==> src/design/pbp_pkg.sv <==
`timescale 1ns / 1ps
`default_nettype none
// ----------------------------------------------------------------------------
// pbp_pkg: shared definitions of the page buffer pool
// Field widths, codes and the command and status groups that pass between
// the controller and the datapath.
// ----------------------------------------------------------------------------
package pbp_pkg;

	localparam int DEF_NUM_FRAMES = 16;
	localparam int DEF_PAGE_BITS  = 24;
	localparam int DEF_PIN_BITS   = 8;

	localparam int ACT_W       = 3;
	localparam int PAGE_NUM_W  = 24;
	localparam int IN_DATA_W   = 32;
	localparam int STATUS_W    = 2;
	localparam int FRAME_W     = 4;
	localparam int IO_W        = 2;
	localparam int IO_PAGE_W   = 24;
	localparam int CNT_W       = 32;
	localparam int OUT_DATA_W  = 96;
	localparam int CFG_W       = 5;
	localparam int PADDR_W     = 3;
	localparam int PDATA_W     = 32;
	localparam int MAX_RESULTS = 16;
	localparam int RES_W       = $clog2(MAX_RESULTS + 1);

	localparam logic [CFG_W-1:0] FIU_RESET = CFG_W'(16);
	localparam logic REG_FRAMES_IN_USE = 1'b0;

	localparam logic [ACT_W-1:0] ACT_PIN   = 3'd0;
	localparam logic [ACT_W-1:0] ACT_UNPIN = 3'd1;
	localparam logic [ACT_W-1:0] ACT_DIRTY = 3'd2;
	localparam logic [ACT_W-1:0] ACT_FORCE = 3'd3;
	localparam logic [ACT_W-1:0] ACT_FLUSH = 3'd4;

	localparam logic [STATUS_W-1:0] ST_OK         = 2'd0;
	localparam logic [STATUS_W-1:0] ST_NOT_RES    = 2'd1;
	localparam logic [STATUS_W-1:0] ST_ALL_PINNED = 2'd2;
	localparam logic [STATUS_W-1:0] ST_PINNED     = 2'd3;

	localparam logic [IO_W-1:0] IO_NONE  = 2'd0;
	localparam logic [IO_W-1:0] IO_READ  = 2'd1;
	localparam logic [IO_W-1:0] IO_WRITE = 2'd2;

	localparam int EM_W = 3;
	localparam logic [EM_W-1:0] EM_NONE  = 3'd0;
	localparam logic [EM_W-1:0] EM_HIT   = 3'd1;
	localparam logic [EM_W-1:0] EM_MISS  = 3'd2;
	localparam logic [EM_W-1:0] EM_FULL  = 3'd3;
	localparam logic [EM_W-1:0] EM_EVICT = 3'd4;
	localparam logic [EM_W-1:0] EM_FILL  = 3'd5;
	localparam logic [EM_W-1:0] EM_FLUSH = 3'd6;
	localparam logic [EM_W-1:0] EM_EMPTY = 3'd7;

	typedef struct packed {
		logic            take_req;
		logic            idx_clr;
		logic            idx_inc;
		logic            ram_rd_idx;
		logic            ram_rd_vic;
		logic            hit_save;
		logic            mod_init;
		logic            mod_sub;
		logic            srch_init;
		logic            srch_step;
		logic            ptr_save;
		logic [EM_W-1:0] emit;
	} cmd_t;

	typedef struct packed {
		logic act_valid;
		logic act_pin;
		logic act_flush;
		logic hit;
		logic idx_last;
		logic mod_ge;
		logic srch_done;
		logic srch_free;
		logic vic_dirty;
		logic fl_end;
		logic fl_cand;
		logic fl_none;
		logic out_free;
	} sts_t;

endpackage
`default_nettype wire

==> src/design/pbp_ram.sv <==
`timescale 1ns / 1ps
`default_nettype none
// ----------------------------------------------------------------------------
// pbp_ram: generic simple dual-port RAM
// One write port and one read port with registered read data.
// ----------------------------------------------------------------------------
module pbp_ram #(
	parameter int WIDTH = 8,
	parameter int DEPTH = 16,
	localparam int AW = (DEPTH > 1) ? $clog2(DEPTH) : 1
) (
	input  wire logic             clk,
	input  wire logic             we,
	input  wire logic [AW-1:0]    waddr,
	input  wire logic [WIDTH-1:0] wdata,
	input  wire logic             re,
	input  wire logic [AW-1:0]    raddr,
	output logic      [WIDTH-1:0] rdata
);

	logic [WIDTH-1:0] mem [DEPTH];
	logic [WIDTH-1:0] rdata_q;

	always_ff @(posedge clk) begin
		if (we) begin
			mem[waddr] <= wdata;
		end
		if (re) begin
			rdata_q <= mem[raddr];
		end
	end

	assign rdata = rdata_q;

endmodule
`default_nettype wire

==> src/design/pbp_ctrl.sv <==
`timescale 1ns / 1ps
`default_nettype none
// ----------------------------------------------------------------------------
// pbp_ctrl: request sequencer of the page buffer pool
// Steps the lookup scan, the FIFO victim search and the flush sweep, and
// issues one result at a time when the output register is free.
// ----------------------------------------------------------------------------
module pbp_ctrl
	import pbp_pkg::*;
(
	input  wire logic clk,
	input  wire logic arst_n,
	input  wire logic in_valid,
	output logic      in_ready,
	input  wire sts_t sts,
	output cmd_t      cmd
);

	localparam logic [3:0] S_IDLE    = 4'd0;
	localparam logic [3:0] S_DISP    = 4'd1;
	localparam logic [3:0] S_LK_RD   = 4'd2;
	localparam logic [3:0] S_LK_CMP  = 4'd3;
	localparam logic [3:0] S_HIT     = 4'd4;
	localparam logic [3:0] S_MISS    = 4'd5;
	localparam logic [3:0] S_MOD     = 4'd6;
	localparam logic [3:0] S_SRCH    = 4'd7;
	localparam logic [3:0] S_VIC_RD  = 4'd8;
	localparam logic [3:0] S_VIC_WR  = 4'd9;
	localparam logic [3:0] S_FILL    = 4'd10;
	localparam logic [3:0] S_FULL    = 4'd11;
	localparam logic [3:0] S_FL_SCAN = 4'd12;
	localparam logic [3:0] S_FL_EMIT = 4'd13;
	localparam logic [3:0] S_FL_NONE = 4'd14;

	logic [3:0] state_q;
	logic [3:0] state_d;

	always_comb begin
		state_d  = state_q;
		cmd      = '0;
		in_ready = 1'b0;
		case (state_q)
			S_IDLE: begin
				in_ready = 1'b1;
				if (in_valid) begin
					cmd.take_req = 1'b1;
					state_d      = S_DISP;
				end
			end
			S_DISP: begin
				if (!sts.act_valid) begin
					state_d = S_IDLE;
				end else begin
					cmd.idx_clr = 1'b1;
					state_d     = sts.act_flush ? S_FL_SCAN : S_LK_RD;
				end
			end
			S_LK_RD: begin
				cmd.ram_rd_idx = 1'b1;
				state_d        = S_LK_CMP;
			end
			S_LK_CMP: begin
				if (sts.hit) begin
					cmd.hit_save = 1'b1;
					state_d      = S_HIT;
				end else if (sts.idx_last) begin
					if (sts.act_pin) begin
						cmd.mod_init = 1'b1;
						state_d      = S_MOD;
					end else begin
						state_d = S_MISS;
					end
				end else begin
					cmd.idx_inc = 1'b1;
					state_d     = S_LK_RD;
				end
			end
			S_HIT: begin
				if (sts.out_free) begin
					cmd.emit = EM_HIT;
					state_d  = S_IDLE;
				end
			end
			S_MISS: begin
				if (sts.out_free) begin
					cmd.emit = EM_MISS;
					state_d  = S_IDLE;
				end
			end
			S_MOD: begin
				if (sts.mod_ge) begin
					cmd.mod_sub = 1'b1;
				end else begin
					cmd.srch_init = 1'b1;
					state_d       = S_SRCH;
				end
			end
			S_SRCH: begin
				if (sts.srch_done) begin
					cmd.ptr_save = 1'b1;
					if (!sts.srch_free) begin
						state_d = S_FULL;
					end else if (sts.vic_dirty) begin
						state_d = S_VIC_RD;
					end else begin
						state_d = S_FILL;
					end
				end else begin
					cmd.srch_step = 1'b1;
				end
			end
			S_VIC_RD: begin
				cmd.ram_rd_vic = 1'b1;
				state_d        = S_VIC_WR;
			end
			S_VIC_WR: begin
				if (sts.out_free) begin
					cmd.emit = EM_EVICT;
					state_d  = S_FILL;
				end
			end
			S_FILL: begin
				if (sts.out_free) begin
					cmd.emit = EM_FILL;
					state_d  = S_IDLE;
				end
			end
			S_FULL: begin
				if (sts.out_free) begin
					cmd.emit = EM_FULL;
					state_d  = S_IDLE;
				end
			end
			S_FL_SCAN: begin
				if (sts.fl_end) begin
					state_d = sts.fl_none ? S_FL_NONE : S_IDLE;
				end else if (sts.fl_cand) begin
					cmd.ram_rd_idx = 1'b1;
					state_d        = S_FL_EMIT;
				end else begin
					cmd.idx_inc = 1'b1;
				end
			end
			S_FL_EMIT: begin
				if (sts.out_free) begin
					cmd.emit    = EM_FLUSH;
					cmd.idx_inc = 1'b1;
					state_d     = S_FL_SCAN;
				end
			end
			S_FL_NONE: begin
				if (sts.out_free) begin
					cmd.emit = EM_EMPTY;
					state_d  = S_IDLE;
				end
			end
			default: begin
				state_d = S_IDLE;
			end
		endcase
	end

	always_ff @(posedge clk or negedge arst_n) begin
		if (!arst_n) begin
			state_q <= S_IDLE;
		end else begin
			state_q <= state_d;
		end
	end

endmodule
`default_nettype wire

==> src/design/pbp_dpath.sv <==
`timescale 1ns / 1ps
`default_nettype none
// ----------------------------------------------------------------------------
// pbp_dpath: frame table datapath of the page buffer pool
// Holds the frame marks, pin counts, FIFO pointer, storage counters, the scan
// counters and the output word register.
// ----------------------------------------------------------------------------
module pbp_dpath
	import pbp_pkg::*;
#(
	parameter int NUM_FRAMES = DEF_NUM_FRAMES,
	parameter int PAGE_BITS  = DEF_PAGE_BITS,
	parameter int PIN_BITS   = DEF_PIN_BITS,
	localparam int IW = (NUM_FRAMES > 1) ? $clog2(NUM_FRAMES) : 1,
	localparam int NW = $clog2(NUM_FRAMES + 1)
) (
	input  wire logic                  clk,
	input  wire logic                  arst_n,
	input  wire cmd_t                  cmd,
	output sts_t                       sts,
	input  wire logic [NW-1:0]         frame_cnt,
	input  wire logic [ACT_W-1:0]      in_action,
	input  wire logic [PAGE_NUM_W-1:0] in_page,
	output logic                       ram_we,
	output logic      [IW-1:0]         ram_waddr,
	output logic      [PAGE_BITS-1:0]  ram_wdata,
	output logic                       ram_re,
	output logic      [IW-1:0]         ram_raddr,
	input  wire logic [PAGE_BITS-1:0]  ram_rdata,
	input  wire logic                  out_ready,
	output logic                       out_valid,
	output logic      [STATUS_W-1:0]   out_status,
	output logic      [FRAME_W-1:0]    out_frame,
	output logic      [IO_W-1:0]       out_kind,
	output logic      [IO_PAGE_W-1:0]  out_page,
	output logic                       out_last,
	output logic      [CNT_W-1:0]      out_rd_cnt,
	output logic      [CNT_W-1:0]      out_wr_cnt
);

	localparam logic [PIN_BITS-1:0] PIN_MAX = {PIN_BITS{1'b1}};

	logic                occ_q   [NUM_FRAMES];
	logic                dirty_q [NUM_FRAMES];
	logic [PIN_BITS-1:0] pins_q  [NUM_FRAMES];

	logic [NW-1:0]        idx_q;
	logic [RES_W-1:0]     k_q;
	logic [IW-1:0]        ptr_q;
	logic [NW-1:0]        mod_q;
	logic [NW-1:0]        p_q;
	logic [NW-1:0]        tries_q;
	logic [IW-1:0]        hit_q;
	logic [ACT_W-1:0]     act_q;
	logic [PAGE_BITS-1:0] page_q;
	logic [CNT_W-1:0]     rd_cnt_q;
	logic [CNT_W-1:0]     wr_cnt_q;
	logic                 out_valid_q;

	logic [STATUS_W-1:0]  out_status_q;
	logic [FRAME_W-1:0]   out_frame_q;
	logic [IO_W-1:0]      out_kind_q;
	logic [IO_PAGE_W-1:0] out_page_q;
	logic                 out_last_q;

	logic [IW-1:0]         idx_i;
	logic [IW-1:0]         p_i;
	logic [PIN_BITS-1:0]   hit_pins;
	logic [PIN_BITS-1:0]   p_pins;
	logic [NUM_FRAMES-1:0] cand_vec;
	logic                  more_above;
	logic                  flush_last;

	logic [STATUS_W-1:0]  em_status;
	logic [FRAME_W-1:0]   em_frame;
	logic [IO_W-1:0]      em_kind;
	logic [IO_PAGE_W-1:0] em_page;
	logic                 em_last;
	logic [CNT_W-1:0]     em_rd;
	logic [CNT_W-1:0]     em_wr;

	assign idx_i    = idx_q[IW-1:0];
	assign p_i      = p_q[IW-1:0];
	assign hit_pins = pins_q[hit_q];
	assign p_pins   = pins_q[p_i];

	always_comb begin
		more_above = 1'b0;
		for (int j = 0; j < NUM_FRAMES; j++) begin
			cand_vec[j] = occ_q[j] && dirty_q[j] && (pins_q[j] == '0) && (j < frame_cnt);
			if (cand_vec[j] && (j > idx_q)) begin
				more_above = 1'b1;
			end
		end
	end

	assign flush_last = (k_q == RES_W'(MAX_RESULTS - 1)) || !more_above;

	always_comb begin
		sts.act_valid = (act_q == ACT_PIN) || (act_q == ACT_UNPIN) || (act_q == ACT_DIRTY)
			|| (act_q == ACT_FORCE) || (act_q == ACT_FLUSH);
		sts.act_pin   = (act_q == ACT_PIN);
		sts.act_flush = (act_q == ACT_FLUSH);
		sts.hit       = occ_q[idx_i] && (ram_rdata == page_q);
		sts.idx_last  = (idx_q >= frame_cnt - NW'(1));
		sts.mod_ge    = (mod_q >= frame_cnt);
		sts.srch_free = (p_pins == '0);
		sts.srch_done = (tries_q >= frame_cnt) || (p_pins == '0);
		sts.vic_dirty = occ_q[p_i] && dirty_q[p_i];
		sts.fl_end    = (idx_q >= frame_cnt) || (k_q == RES_W'(MAX_RESULTS));
		sts.fl_cand   = cand_vec[idx_i];
		sts.fl_none   = (k_q == '0);
		sts.out_free  = !out_valid_q || out_ready;
	end

	always_comb begin
		em_status = ST_OK;
		em_frame  = '0;
		em_kind   = IO_NONE;
		em_page   = '0;
		em_last   = 1'b1;
		em_rd     = rd_cnt_q;
		em_wr     = wr_cnt_q;
		case (cmd.emit)
			EM_HIT: begin
				em_frame = FRAME_W'(hit_q);
				if (act_q == ACT_FORCE) begin
					if (hit_pins != '0) begin
						em_status = ST_PINNED;
					end else begin
						em_kind = IO_WRITE;
						em_page = IO_PAGE_W'(page_q);
						em_wr   = wr_cnt_q + CNT_W'(1);
					end
				end
			end
			EM_MISS: begin
				em_status = ST_NOT_RES;
			end
			EM_FULL: begin
				em_status = ST_ALL_PINNED;
			end
			EM_EVICT: begin
				em_frame = FRAME_W'(p_i);
				em_kind  = IO_WRITE;
				em_page  = IO_PAGE_W'(ram_rdata);
				em_last  = 1'b0;
				em_wr    = wr_cnt_q + CNT_W'(1);
			end
			EM_FILL: begin
				em_frame = FRAME_W'(p_i);
				em_kind  = IO_READ;
				em_page  = IO_PAGE_W'(page_q);
				em_rd    = rd_cnt_q + CNT_W'(1);
			end
			EM_FLUSH: begin
				em_frame = FRAME_W'(idx_i);
				em_kind  = IO_WRITE;
				em_page  = IO_PAGE_W'(ram_rdata);
				em_last  = flush_last;
				em_wr    = wr_cnt_q + CNT_W'(1);
			end
			default: begin
			end
		endcase
	end

	always_ff @(posedge clk or negedge arst_n) begin
		if (!arst_n) begin
			idx_q       <= '0;
			k_q         <= '0;
			ptr_q       <= '0;
			mod_q       <= '0;
			p_q         <= '0;
			tries_q     <= '0;
			rd_cnt_q    <= '0;
			wr_cnt_q    <= '0;
			out_valid_q <= 1'b0;
			for (int j = 0; j < NUM_FRAMES; j++) begin
				occ_q[j]   <= 1'b0;
				dirty_q[j] <= 1'b0;
				pins_q[j]  <= '0;
			end
		end else begin
			if (cmd.idx_clr) begin
				idx_q <= '0;
				k_q   <= '0;
			end else if (cmd.idx_inc) begin
				idx_q <= idx_q + NW'(1);
			end
			if (cmd.mod_init) begin
				mod_q <= NW'(ptr_q) + NW'(1);
			end else if (cmd.mod_sub) begin
				mod_q <= mod_q - frame_cnt;
			end
			if (cmd.srch_init) begin
				p_q     <= mod_q;
				tries_q <= NW'(1);
			end else if (cmd.srch_step) begin
				p_q     <= (p_q == frame_cnt - NW'(1)) ? '0 : p_q + NW'(1);
				tries_q <= tries_q + NW'(1);
			end
			if (cmd.ptr_save) begin
				ptr_q <= p_i;
			end
			out_valid_q <= (cmd.emit != EM_NONE) || (out_valid_q && !out_ready);
			if (cmd.emit != EM_NONE) begin
				rd_cnt_q <= em_rd;
				wr_cnt_q <= em_wr;
			end
			case (cmd.emit)
				EM_HIT: begin
					case (act_q)
						ACT_PIN: begin
							if (hit_pins != PIN_MAX) begin
								pins_q[hit_q] <= hit_pins + PIN_BITS'(1);
							end
						end
						ACT_UNPIN: begin
							if (hit_pins != '0) begin
								pins_q[hit_q] <= hit_pins - PIN_BITS'(1);
							end
						end
						ACT_DIRTY: begin
							dirty_q[hit_q] <= 1'b1;
						end
						ACT_FORCE: begin
							if (hit_pins == '0) begin
								dirty_q[hit_q] <= 1'b0;
							end
						end
						default: begin
						end
					endcase
				end
				EM_FILL: begin
					occ_q[p_i]   <= 1'b1;
					dirty_q[p_i] <= 1'b0;
					pins_q[p_i]  <= PIN_BITS'(1);
				end
				EM_FLUSH: begin
					dirty_q[idx_i] <= 1'b0;
					k_q            <= k_q + RES_W'(1);
				end
				default: begin
				end
			endcase
		end
	end

	always_ff @(posedge clk) begin
		if (cmd.take_req) begin
			act_q  <= in_action;
			page_q <= PAGE_BITS'(in_page);
		end
		if (cmd.hit_save) begin
			hit_q <= idx_i;
		end
		if (cmd.emit != EM_NONE) begin
			out_status_q <= em_status;
			out_frame_q  <= em_frame;
			out_kind_q   <= em_kind;
			out_page_q   <= em_page;
			out_last_q   <= em_last;
		end
	end

	assign ram_we     = (cmd.emit == EM_FILL);
	assign ram_waddr  = p_i;
	assign ram_wdata  = page_q;
	assign ram_re     = cmd.ram_rd_idx || cmd.ram_rd_vic;
	assign ram_raddr  = cmd.ram_rd_vic ? p_i : idx_i;

	assign out_valid  = out_valid_q;
	assign out_status = out_status_q;
	assign out_frame  = out_frame_q;
	assign out_kind   = out_kind_q;
	assign out_page   = out_page_q;
	assign out_last   = out_last_q;
	assign out_rd_cnt = rd_cnt_q;
	assign out_wr_cnt = wr_cnt_q;

endmodule
`default_nettype wire

==> src/design/page_buffer_pool_fifo.sv <==
`timescale 1ns / 1ps
`default_nettype none
// ----------------------------------------------------------------------------
// page_buffer_pool_fifo: page buffer pool with FIFO replacement
// Frame table with pin counts, dirty marks and storage request generation.
//
// Channel   Direction  Handshake              Contents
// s_axis    in         tvalid/tready          one request word
// m_axis    out        tvalid/tready/tlast    one result word, tlast ends a run
// APB       in/out     psel/penable/pready    frames_in_use register
//
// A request is taken in and decoded, then the lookup reads the page table
// one frame at a time through its single read port. A pin miss then
// advances the FIFO pointer modulo the frame count, searches the frames
// one at a time for an unpinned victim and, for a dirty victim, reads it
// and emits its write-back before the fill; a flush scans the frames one
// at a time, emits one write per written frame and then closes.
// Reset clears all marks, pins, the pointer and the counters.
// A stalled result holds the sequencer; tready is low while a request runs.
// ----------------------------------------------------------------------------
module page_buffer_pool_fifo
	import pbp_pkg::*;
#(
	parameter int NUM_FRAMES = DEF_NUM_FRAMES,
	parameter int PAGE_BITS  = DEF_PAGE_BITS,
	parameter int PIN_BITS   = DEF_PIN_BITS
) (
	input  wire logic                  clk,
	input  wire logic                  arst_n,
	input  wire logic                  s_axis_tvalid,
	output logic                       s_axis_tready,
	// action [2:0], page_number [26:3], zero [31:27]
	input  wire logic [IN_DATA_W-1:0]  s_axis_tdata,
	output logic                       m_axis_tvalid,
	input  wire logic                  m_axis_tready,
	// status [1:0], frame_index [5:2], io_kind [7:6], io_page [31:8],
	// read_count [63:32], write_count [95:64]
	output logic      [OUT_DATA_W-1:0] m_axis_tdata,
	output logic                       m_axis_tlast,
	input  wire logic                  psel,
	input  wire logic                  penable,
	input  wire logic                  pwrite,
	input  wire logic [PADDR_W-1:0]    paddr,
	input  wire logic [PDATA_W-1:0]    pwdata,
	output logic      [PDATA_W-1:0]    prdata,
	output logic                       pready
);

	localparam int IW = (NUM_FRAMES > 1) ? $clog2(NUM_FRAMES) : 1;
	localparam int NW = $clog2(NUM_FRAMES + 1);

	logic [CFG_W-1:0] fiu_q;
	logic [NW-1:0]    frame_cnt;

	cmd_t cmd;
	sts_t sts;

	logic                 ram_we;
	logic [IW-1:0]        ram_waddr;
	logic [PAGE_BITS-1:0] ram_wdata;
	logic                 ram_re;
	logic [IW-1:0]        ram_raddr;
	logic [PAGE_BITS-1:0] ram_rdata;

	logic [STATUS_W-1:0]  out_status;
	logic [FRAME_W-1:0]   out_frame;
	logic [IO_W-1:0]      out_kind;
	logic [IO_PAGE_W-1:0] out_page;
	logic [CNT_W-1:0]     out_rd_cnt;
	logic [CNT_W-1:0]     out_wr_cnt;

	assign pready = 1'b1;

	always_ff @(posedge clk or negedge arst_n) begin
		if (!arst_n) begin
			fiu_q <= FIU_RESET;
		end else if (psel && penable && pwrite && (paddr[2] == REG_FRAMES_IN_USE)) begin
			fiu_q <= pwdata[CFG_W-1:0];
		end
	end

	assign prdata = (paddr[2] == REG_FRAMES_IN_USE) ? PDATA_W'(fiu_q) : '0;

	always_comb begin
		if (fiu_q == '0) begin
			frame_cnt = NW'(1);
		end else if (32'(fiu_q) > NUM_FRAMES) begin
			frame_cnt = NW'(NUM_FRAMES);
		end else begin
			frame_cnt = NW'(fiu_q);
		end
	end

	pbp_ctrl u_ctrl (
		.clk      (clk),
		.arst_n   (arst_n),
		.in_valid (s_axis_tvalid),
		.in_ready (s_axis_tready),
		.sts      (sts),
		.cmd      (cmd)
	);

	pbp_ram #(
		.WIDTH (PAGE_BITS),
		.DEPTH (NUM_FRAMES)
	) u_page_ram (
		.clk   (clk),
		.we    (ram_we),
		.waddr (ram_waddr),
		.wdata (ram_wdata),
		.re    (ram_re),
		.raddr (ram_raddr),
		.rdata (ram_rdata)
	);

	pbp_dpath #(
		.NUM_FRAMES (NUM_FRAMES),
		.PAGE_BITS  (PAGE_BITS),
		.PIN_BITS   (PIN_BITS)
	) u_dpath (
		.clk        (clk),
		.arst_n     (arst_n),
		.cmd        (cmd),
		.sts        (sts),
		.frame_cnt  (frame_cnt),
		.in_action  (s_axis_tdata[ACT_W-1:0]),
		.in_page    (s_axis_tdata[ACT_W+PAGE_NUM_W-1:ACT_W]),
		.ram_we     (ram_we),
		.ram_waddr  (ram_waddr),
		.ram_wdata  (ram_wdata),
		.ram_re     (ram_re),
		.ram_raddr  (ram_raddr),
		.ram_rdata  (ram_rdata),
		.out_ready  (m_axis_tready),
		.out_valid  (m_axis_tvalid),
		.out_status (out_status),
		.out_frame  (out_frame),
		.out_kind   (out_kind),
		.out_page   (out_page),
		.out_last   (m_axis_tlast),
		.out_rd_cnt (out_rd_cnt),
		.out_wr_cnt (out_wr_cnt)
	);

	assign m_axis_tdata = {out_wr_cnt, out_rd_cnt, out_page, out_kind, out_frame, out_status};

	// A failed request and a page read always close their run.
	a_fail_last: assert property (@(posedge clk) disable iff (!arst_n)
		m_axis_tvalid && (out_status != ST_OK) |-> m_axis_tlast)
		else $error("failed request result without tlast");

	a_read_last: assert property (@(posedge clk) disable iff (!arst_n)
		m_axis_tvalid && (out_kind == IO_READ) |-> m_axis_tlast && (out_status == ST_OK))
		else $error("page read result is not the final ok word");

	// Only plain result words carry no storage request and no page.
	a_no_io_page: assert property (@(posedge clk) disable iff (!arst_n)
		m_axis_tvalid && (out_kind == IO_NONE) |-> (out_page == '0))
		else $error("result without storage request carries a page");

	a_busy: assert property (@(posedge clk) disable iff (!arst_n)
		s_axis_tvalid && s_axis_tready |=> !s_axis_tready)
		else $error("request accepted on two consecutive cycles");

endmodule
`default_nettype wire

==> config.mk <==
export PLATFORM = sky130hd
export DESIGN_NAME = page_buffer_pool_fifo
export DESIGN_NICKNAME = d
export VERILOG_FILES = /design/src/design/pbp_pkg.sv /design/src/design/pbp_ram.sv /design/src/design/pbp_ctrl.sv /design/src/design/pbp_dpath.sv /design/src/design/page_buffer_pool_fifo.sv
export SDC_FILE = /design/constraint.sdc
export NUM_CORES = 1
export LEC_CHECK = 0
export BUFFER_PORTS_ARGS = -buffer_cell sky130_fd_sc_hd__buf_2
export CAP_MARGIN = 5
export CORE_MARGIN = 5
export CORE_UTILIZATION = 57
export CTS_CLUSTER_SIZE = 20
export DETAILED_ROUTE_END_ITERATION = 10
export GPL_ROUTABILITY_DRIVEN = 0
export PLACE_DENSITY = 0.74
export SLEW_MARGIN = 20
export SYNTH_ARGS = -nofsm -noshare
export SYNTH_HDL_FRONTEND = slang
export SYNTH_SLANG_ARGS = --single-unit
==> constraint.sdc <==
create_clock -name clk -period 18.1 [get_ports clk]
set_clock_uncertainty 0.05 [all_clocks]
set_input_delay 3.62 -clock clk [delete_from_list [all_inputs] [get_ports clk]]
set_output_delay 3.62 -clock clk [all_outputs]
set_load 0.01 [all_outputs]
==> results.md, run 1 <==
- All-Layer GR Usage: 27.8%
- Hold violation total from the final report: 0
- Clock share of power: 32.0%
- Vias per std cell: 6.56
- Initial detailed-routing violation count: 3034
- Length of routed met3 wiring: 8.75 mm
- Post-detailed-route wirelength per cell: 26.3 um
- Setup repair after global routing missed its margin: no
- F_max: 130 MHz
- Transition time at the pin with the least slew margin: 1.17 ns
- Avg Cell Area, Syn: 13.9 um2
- Signal arrival time at the worst endpoint: 4.00 ns
- Worst slack after detailed placement: 10.43 ns
- Die Y: 253 um
- Number of fill cells: 4289
- Final TNS setup: 0 ns
- Port bufs: 143
- Initial cell density of the core: 57.2%
- IR Drop Worst-Case VDD: 118 uV
- Drt total wl: 89.3 mm
- Most common cell after layout, fill and taps aside: sky130_fd_sc_hd__edfxtp_1
- Critical path data required time: 14.43 ns
- Total power density per cell area: 134 nW/um2
- Setup fix buffers added after clock tree synthesis: 0
- Storage element area: 20800 um2
- DR pass1 iterations: 7
- Worst setup EP type: primary output
- TritonCTS clock tree: built
- Count of synthesis-stage warnings from yosys: 0
- Max-slew violation count: 0
- First-pass GRT wire length: 136 mm
- Post-synthesis register bit count: 735
- Max-Slew Margin vs Limit: 22.1%
- Metal1 wirelength: 33.8 mm
- Reg power frac: 44.2%
- Total area of multi-input combinational cells: 12200 um2
- Hold WC Path Type: reg2reg
- Sort of element at the start of the critical path: input port
- Unique masters post-synth: 93
- Net switching share of the total power: 31.9%
- Final setup fails: 0
- Depth of the CTS H-tree: 3
- Maximum buffer depth of the clock tree: 3
- Floorplan core area: 58800 um2
- Met2 WL post-DR: 42.3 mm
- Number of antenna-violating nets in the routed design: 0
- Total CTS buffers: 76
- Post-layout minimum cycle time: 7.67 ns
- Most used cells in the layout excluding fill and tap cells: sky130_fd_sc_hd__edfxtp_1 (472), sky130_fd_sc_hd__nand2_1 (272), sky130_fd_sc_hd__dfrtp_1 (262)
- Post-synth top flop: sky130_fd_sc_hd__edfxtp_1
- Post-detail-place hpwl: 55.0 mm
- Proportion of synthesized chip area in sequential cells: 61.7%
- Post-synthesis cell count: 2419
- Die X: 253 um
- Clk Latency, worst-skew pair: 0.64 ns
- Switching power: 1610 uW
- Number of global-route vias before repair: 22354
- Top-level port count: 206
- Maxcap violations: 0
- Pin count of the biggest net entering global routing: 111
- Layout Nets: 2668
- Total DRC errors in the routed layout: 0
- Hold buffers post-CTS: 0
- Vias after detailed routing: 22228
- Cell area reported after detailed placement: 35100 um2
- Cts repair resizes: 0
- Number of placement rows: 89
- Initial antenna violation count: 4
- Worst Path Max Fanout: 6
- Startpoint-to-endpoint class of the critical path: in2out
- Leakage power figure: 0.0149 uW
- Ratio of final minimum period to clock period: 42.4%
- CTS Root Buffer Type: sky130_fd_sc_hd__clkbuf_16
- Overflow left after global routing: 0
- Status: complete, no violations
- FFs w/ async S/R, synth: 35.8%
- Final design area excluding fillers: 37800 um2
- Share of final-layout standard cells stronger than drive strength 1: 19.5%
- Clock sinks: 735
- Cell internal power dissipation: 3440 uW
- Top metal layer carrying routed signals: met5
- Post-synth EDFFs: 472
- Cell area after technology mapping: 33700 um2
- Clock-pin slew of the registers on the worst-case setup and hold paths: 0.06 ns
- Area growth, synth to finish: 12.2%
- Setup slack after layout: 10.43 ns
- Area of the die: 64000 um2
- Reg-to-reg setup timing slack: 13.16 ns
- Combinational group share of total power: 23.9%
[synth_stat cells (24+ instances only)]
cell | count | share of area [%]
sky130_fd_sc_hd__edfxtp_1 | 472 | 42
sky130_fd_sc_hd__nand2_1 | 272 | 3.0
sky130_fd_sc_hd__dfrtp_1 | 262 | 19
sky130_fd_sc_hd__mux4_2 | 137 | 9.2
sky130_fd_sc_hd__mux2i_1 | 110 | 3.3
sky130_fd_sc_hd__clkbuf_1 | 82 | 0.91
sky130_fd_sc_hd__nand3_1 | 75 | 1.1
sky130_fd_sc_hd__xnor2_1 | 71 | 1.8
sky130_fd_sc_hd__o21ai_0 | 70 | 1.0
sky130_fd_sc_hd__nor2_1 | 66 | 0.74
sky130_fd_sc_hd__a21oi_1 | 60 | 0.89
sky130_fd_sc_hd__inv_1 | 57 | 0.64
sky130_fd_sc_hd__nor4_1 | 45 | 0.84
sky130_fd_sc_hd__ha_1 | 40 | 1.5
sky130_fd_sc_hd__and2_1 | 37 | 0.69
sky130_fd_sc_hd__nor3_1 | 37 | 0.55
sky130_fd_sc_hd__a31oi_1 | 35 | 0.65
sky130_fd_sc_hd__a211oi_1 | 34 | 0.76
sky130_fd_sc_hd__buf_4 | 34 | 0.76
sky130_fd_sc_hd__xor2_1 | 34 | 0.88
sky130_fd_sc_hd__nand2b_1 | 32 | 0.59
sky130_fd_sc_hd__a22o_1 | 27 | 0.70
sky130_fd_sc_hd__and3_1 | 24 | 0.45
[metrics by stage]
stage,hold slack (ns),util (%),power [uW],cells
2_1_floorplan,0.393,-,3020,2445
3_3_place_gp,0.409,59.7,3400,3247
3_5_place_dp,0.418,59.7,3440,3247
4_1_cts,0.427,64.2,5050,3388
5_1_grt,0.460,64.3,5250,3390
6_report,0.428,64.3,5050,3390
[routing by layer]
metal,track usage [%],vias to the layer above
li1,-,9424
met1,38.0,11182
met2,43.7,1325
met3,6.10,291
met4,11.7,6
met5,0,-
[registers in the layout (all words and copies together) (netlist names), 4 cells and up, named ones only]
name and flops:
u_dpath.out_rd_cnt 32, u_dpath.ptr_q 4, u_dpath.ram_wdata 24, u_dpath.mod_q 5, u_ctrl.state_q 4, u_dpath.idx_q 5
u_page_ram.mem 384, u_dpath.k_q 5, u_dpath.tries_q 5, fiu_q 5, u_dpath.out_wr_cnt 32, u_dpath.occ_q 16
u_dpath.out_page 24, u_dpath.out_frame 4, u_dpath.hit_q 4, u_page_ram.rdata 24, u_dpath.p_q 5, u_dpath.pins_q 128
[kinds of logic (layout without fill, tap and decap cells)]
logic type	Yosys count	in the layout	share of synthesized area, %
flops	735	735	61.7
simple gates	694	694	10.4
compound gates	367	367	7.65
mux	261	261	12.9
buf+inv	212	383	2.98
xor+xnor	107	107	2.83
fa+ha+maj	41	41	1.55
other cells	2	29	0.0223
[worst max-delay path, cell delays in order]
cell and delay (ns):
sky130_fd_sc_hd__buf_2 0.13, sky130_fd_sc_hd__nor2b_1 0.11, sky130_fd_sc_hd__buf_2 0.14
[power by group through the flow]
stage | combinational (uW) | clock (uW) | sequential (uW)
final | 1200 | 1620 | 2230
after global routing | 1290 | 1700 | 2250
after CTS | 1190 | 1640 | 2220
after detailed placement | 1180 | 0 | 2250
after global placement | 1160 | 0 | 2240
after floorplan | 848 | 0 | 2180
[worst paths after layout]
path | start | end | depth (start not counted)
max in group asynchronous | arst_n | u_dpath.out_rd_cnt[29] | 3
hold reg to reg | u_dpath.out_wr_cnt[31] | u_dpath.out_wr_cnt[31] | 1
setup reg to reg | u_dpath.hit_q[0] | u_dpath.out_wr_cnt[19] | 10
setup / recovery | paddr[2] | prdata[0] | 3
hold / removal | u_dpath.out_wr_cnt[31] | u_dpath.out_wr_cnt[31] | 1
min in group asynchronous | arst_n | u_dpath.pins_q[29] | 1
[area by class of cell]
type / count / area share [%]
Clock buffer: 101 / 5.52
Tap cell: 773 / 2.56
Sequential cell: 735 / 54.9
Clock inverter: 40 / 1.37
Inverter: 58 / 0.576
Antenna cell: 1 / 0.00662
Multi-Input combinational cell: 1498 / 32.2
Timing Repair Buffer: 184 / 2.83
Note: power is estimated with default switching activity, not from simulation.
==> inputs of run 2 (changes only) <==
clock period = 7.3 ns   (was 18.1 ns; I/O delays follow)
==> run 2 against run 1 <==
Effect of this change: critical path depth is 7 higher; design area is 0.50% lower; non-clock buffer count is 4 lower; wire length is 0.24% lower; global-route usage is 0.10 points lower; core utilization is 0.32 points lower; sequential cell count stayed put; sequential power is 150% higher; via count is 0.53% higher; largest cell class unchanged; highest routed layer is now met4.
==> results.md, run 2 (synthesis results as in run 1) <==
- Total Power: 12300 uW
- Final setup fails: 0
- Critical path data required time: 7.78 ns
- Clock-pin slew of the registers on the worst-case setup and hold paths: 0.06 ns
- Hold WC Path Type: reg2reg
- Transition time at the pin with the least slew margin: 1.14 ns
- Die X: 253 um
- Slowest stage delay, CP: 0.80 ns
- Setup repair after global routing missed its margin: no
- Most used cells in the layout excluding fill and tap cells: sky130_fd_sc_hd__edfxtp_1 (472), sky130_fd_sc_hd__nand2_1 (272), sky130_fd_sc_hd__dfrtp_1 (262)
- Hold violation total from the final report: 0
- Area of the die: 64000 um2
- Total power density per cell area: 329 nW/um2
- Cell Chain, Critical Path: buf_4 -> mux4_2 -> mux4_2 -> inv_1 -> ha_1 -> and3_1 -> nand3_1 -> a21oi_1 -> nand4_1 -> xnor2_1
- Post-layout minimum cycle time: 5.11 ns
- Post-detail-place hpwl: 54.5 mm
- Largest registers ranked by flip-flop count: u_page_ram.mem (384), u_dpath.pins_q (128)
- First-pass GRT wire length: 136 mm
- Floorplan core area: 58800 um2
- CTS Root Buffer Type: sky130_fd_sc_hd__clkbuf_16
- Max FFs per register: 384
- Ratio of final minimum period to clock period: 70.0%
- Die Y: 253 um
- Number of global-route vias before repair: 22614
- Max-Slew Margin vs Limit: 23.5%
- Hold buffers post-CTS: 0
- Vias after detailed routing: 22346
- Final TNS setup: 0 ns
- Worst slack after detailed placement: 2.42 ns
- Max-slew violation count: 0
- Cells after DPL: 3244
- Top-level port count: 206
- Area growth, synth to finish: 11.7%
- Total CTS buffers: 74
- Setup fix buffers added after clock tree synthesis: 0
- Share of final-layout standard cells stronger than drive strength 1: 19.2%
- Post-detailed-route wirelength per cell: 26.3 um
- IR Drop Worst-Case VDD: 259 uV
- Leakage power figure: 0.0149 uW
- Cts repair resizes: 0
- Status: complete, no violations
- Sort of element at the start of the critical path: flop
- F_max: 196 MHz
- Initial antenna violation count: 2
- Signal arrival time at the worst endpoint: 5.59 ns
- Largest reg by FF count: u_page_ram.mem
- Initial detailed-routing violation count: 3110
- Clock sinks: 735
- TritonCTS clock tree: built
- Initial cell density of the core: 57.2%
- Layout Nets: 2662
- Maximum buffer depth of the clock tree: 3
- Most common cell after layout, fill and taps aside: sky130_fd_sc_hd__edfxtp_1
- Maxcap violations: 0
- Port bufs: 143
- Worst Path Max Fanout: 29
- Slowest stage cell, crit path: sky130_fd_sc_hd__a21oi_1
- Pin count of the biggest net entering global routing: 179
- Drt total wl: 89.0 mm
- Number of antenna-violating nets in the routed design: 0
- DR pass1 iterations: 7
- Setup slack after layout: 2.19 ns
- Vias per std cell: 6.61
- Cell class contributing the biggest share of worst-path delay: multiplexers
- Number of placement rows: 89
- Overflow left after global routing: 0
- Clk Latency, worst-skew pair: 0.66 ns
- Final cell count without fillers: 3383
- All-Layer GR Usage: 27.7%
- Most frequent cell on the critical path: sky130_fd_sc_hd__mux4_2
- Count of buffer and inverter cells on the critical path: 2
- Total DRC errors in the routed layout: 0
- Depth of the CTS H-tree: 3
- Worst setup EP type: flop
- Startpoint-to-endpoint class of the critical path: reg2reg
run 2: final timing paths:
| path | from | slack (ns) | to | cells past startpoint |
|---|---|---|---|---|
| worst max-delay path | u_dpath.hit_q[0] | 2.19 | u_dpath.out_wr_cnt[21] | 10 |
| worst min-delay path | u_dpath.out_rd_cnt[31] | 0.42 | u_dpath.out_rd_cnt[31] | 1 |
| worst max register to register | u_dpath.hit_q[0] | 2.19 | u_dpath.out_wr_cnt[21] | 10 |
| worst min register to register | u_dpath.out_rd_cnt[31] | 0.42 | u_dpath.out_rd_cnt[31] | 1 |
| max in group asynchronous | arst_n | 5.04 | u_dpath.pins_q[26] | 2 |
| min in group asynchronous | arst_n | 0.77 | u_dpath.out_rd_cnt[27] | 1 |
run 2: routing by layer:
layer / vias up / routed length, um / track usage (%)
li1: 9412 / - / -
met2: 1405 / 41600 / 42.7
met5: - / 0 / 0
met3: 263 / 8920 / 6.30
met4: 0 / 4300 / 12.0
met1: 11266 / 34200 / 38.4
run 2: cell type report:
class	instances	area [um2]
Tap cell	773	967
Antenna cell	2	5.00
Sequential cell	735	20800
Clock buffer	104	2120
Multi-Input combinational cell	1498	12100
Fill cell	4273	21200
Inverter	58	218
Clock inverter	33	357
Timing Repair Buffer	180	1040
run 2: power breakdown:
part           switching [uW]  internal (uW)
sequential                520           5020
combinational            1800           1170
clock                    1670           2170
total                    3990           8360
run 2: stage by stage:
stage | util [%] | hold slack [ns] | area [um2]
detailed placement | 59.7 | 0.412 | 35100
floorplan | - | 0.393 | 33800
global route | 63.9 | 0.442 | 37600
global placement | 59.7 | 0.408 | 35100
finish | 63.9 | 0.417 | 37600
CTS | 63.9 | 0.422 | 37600
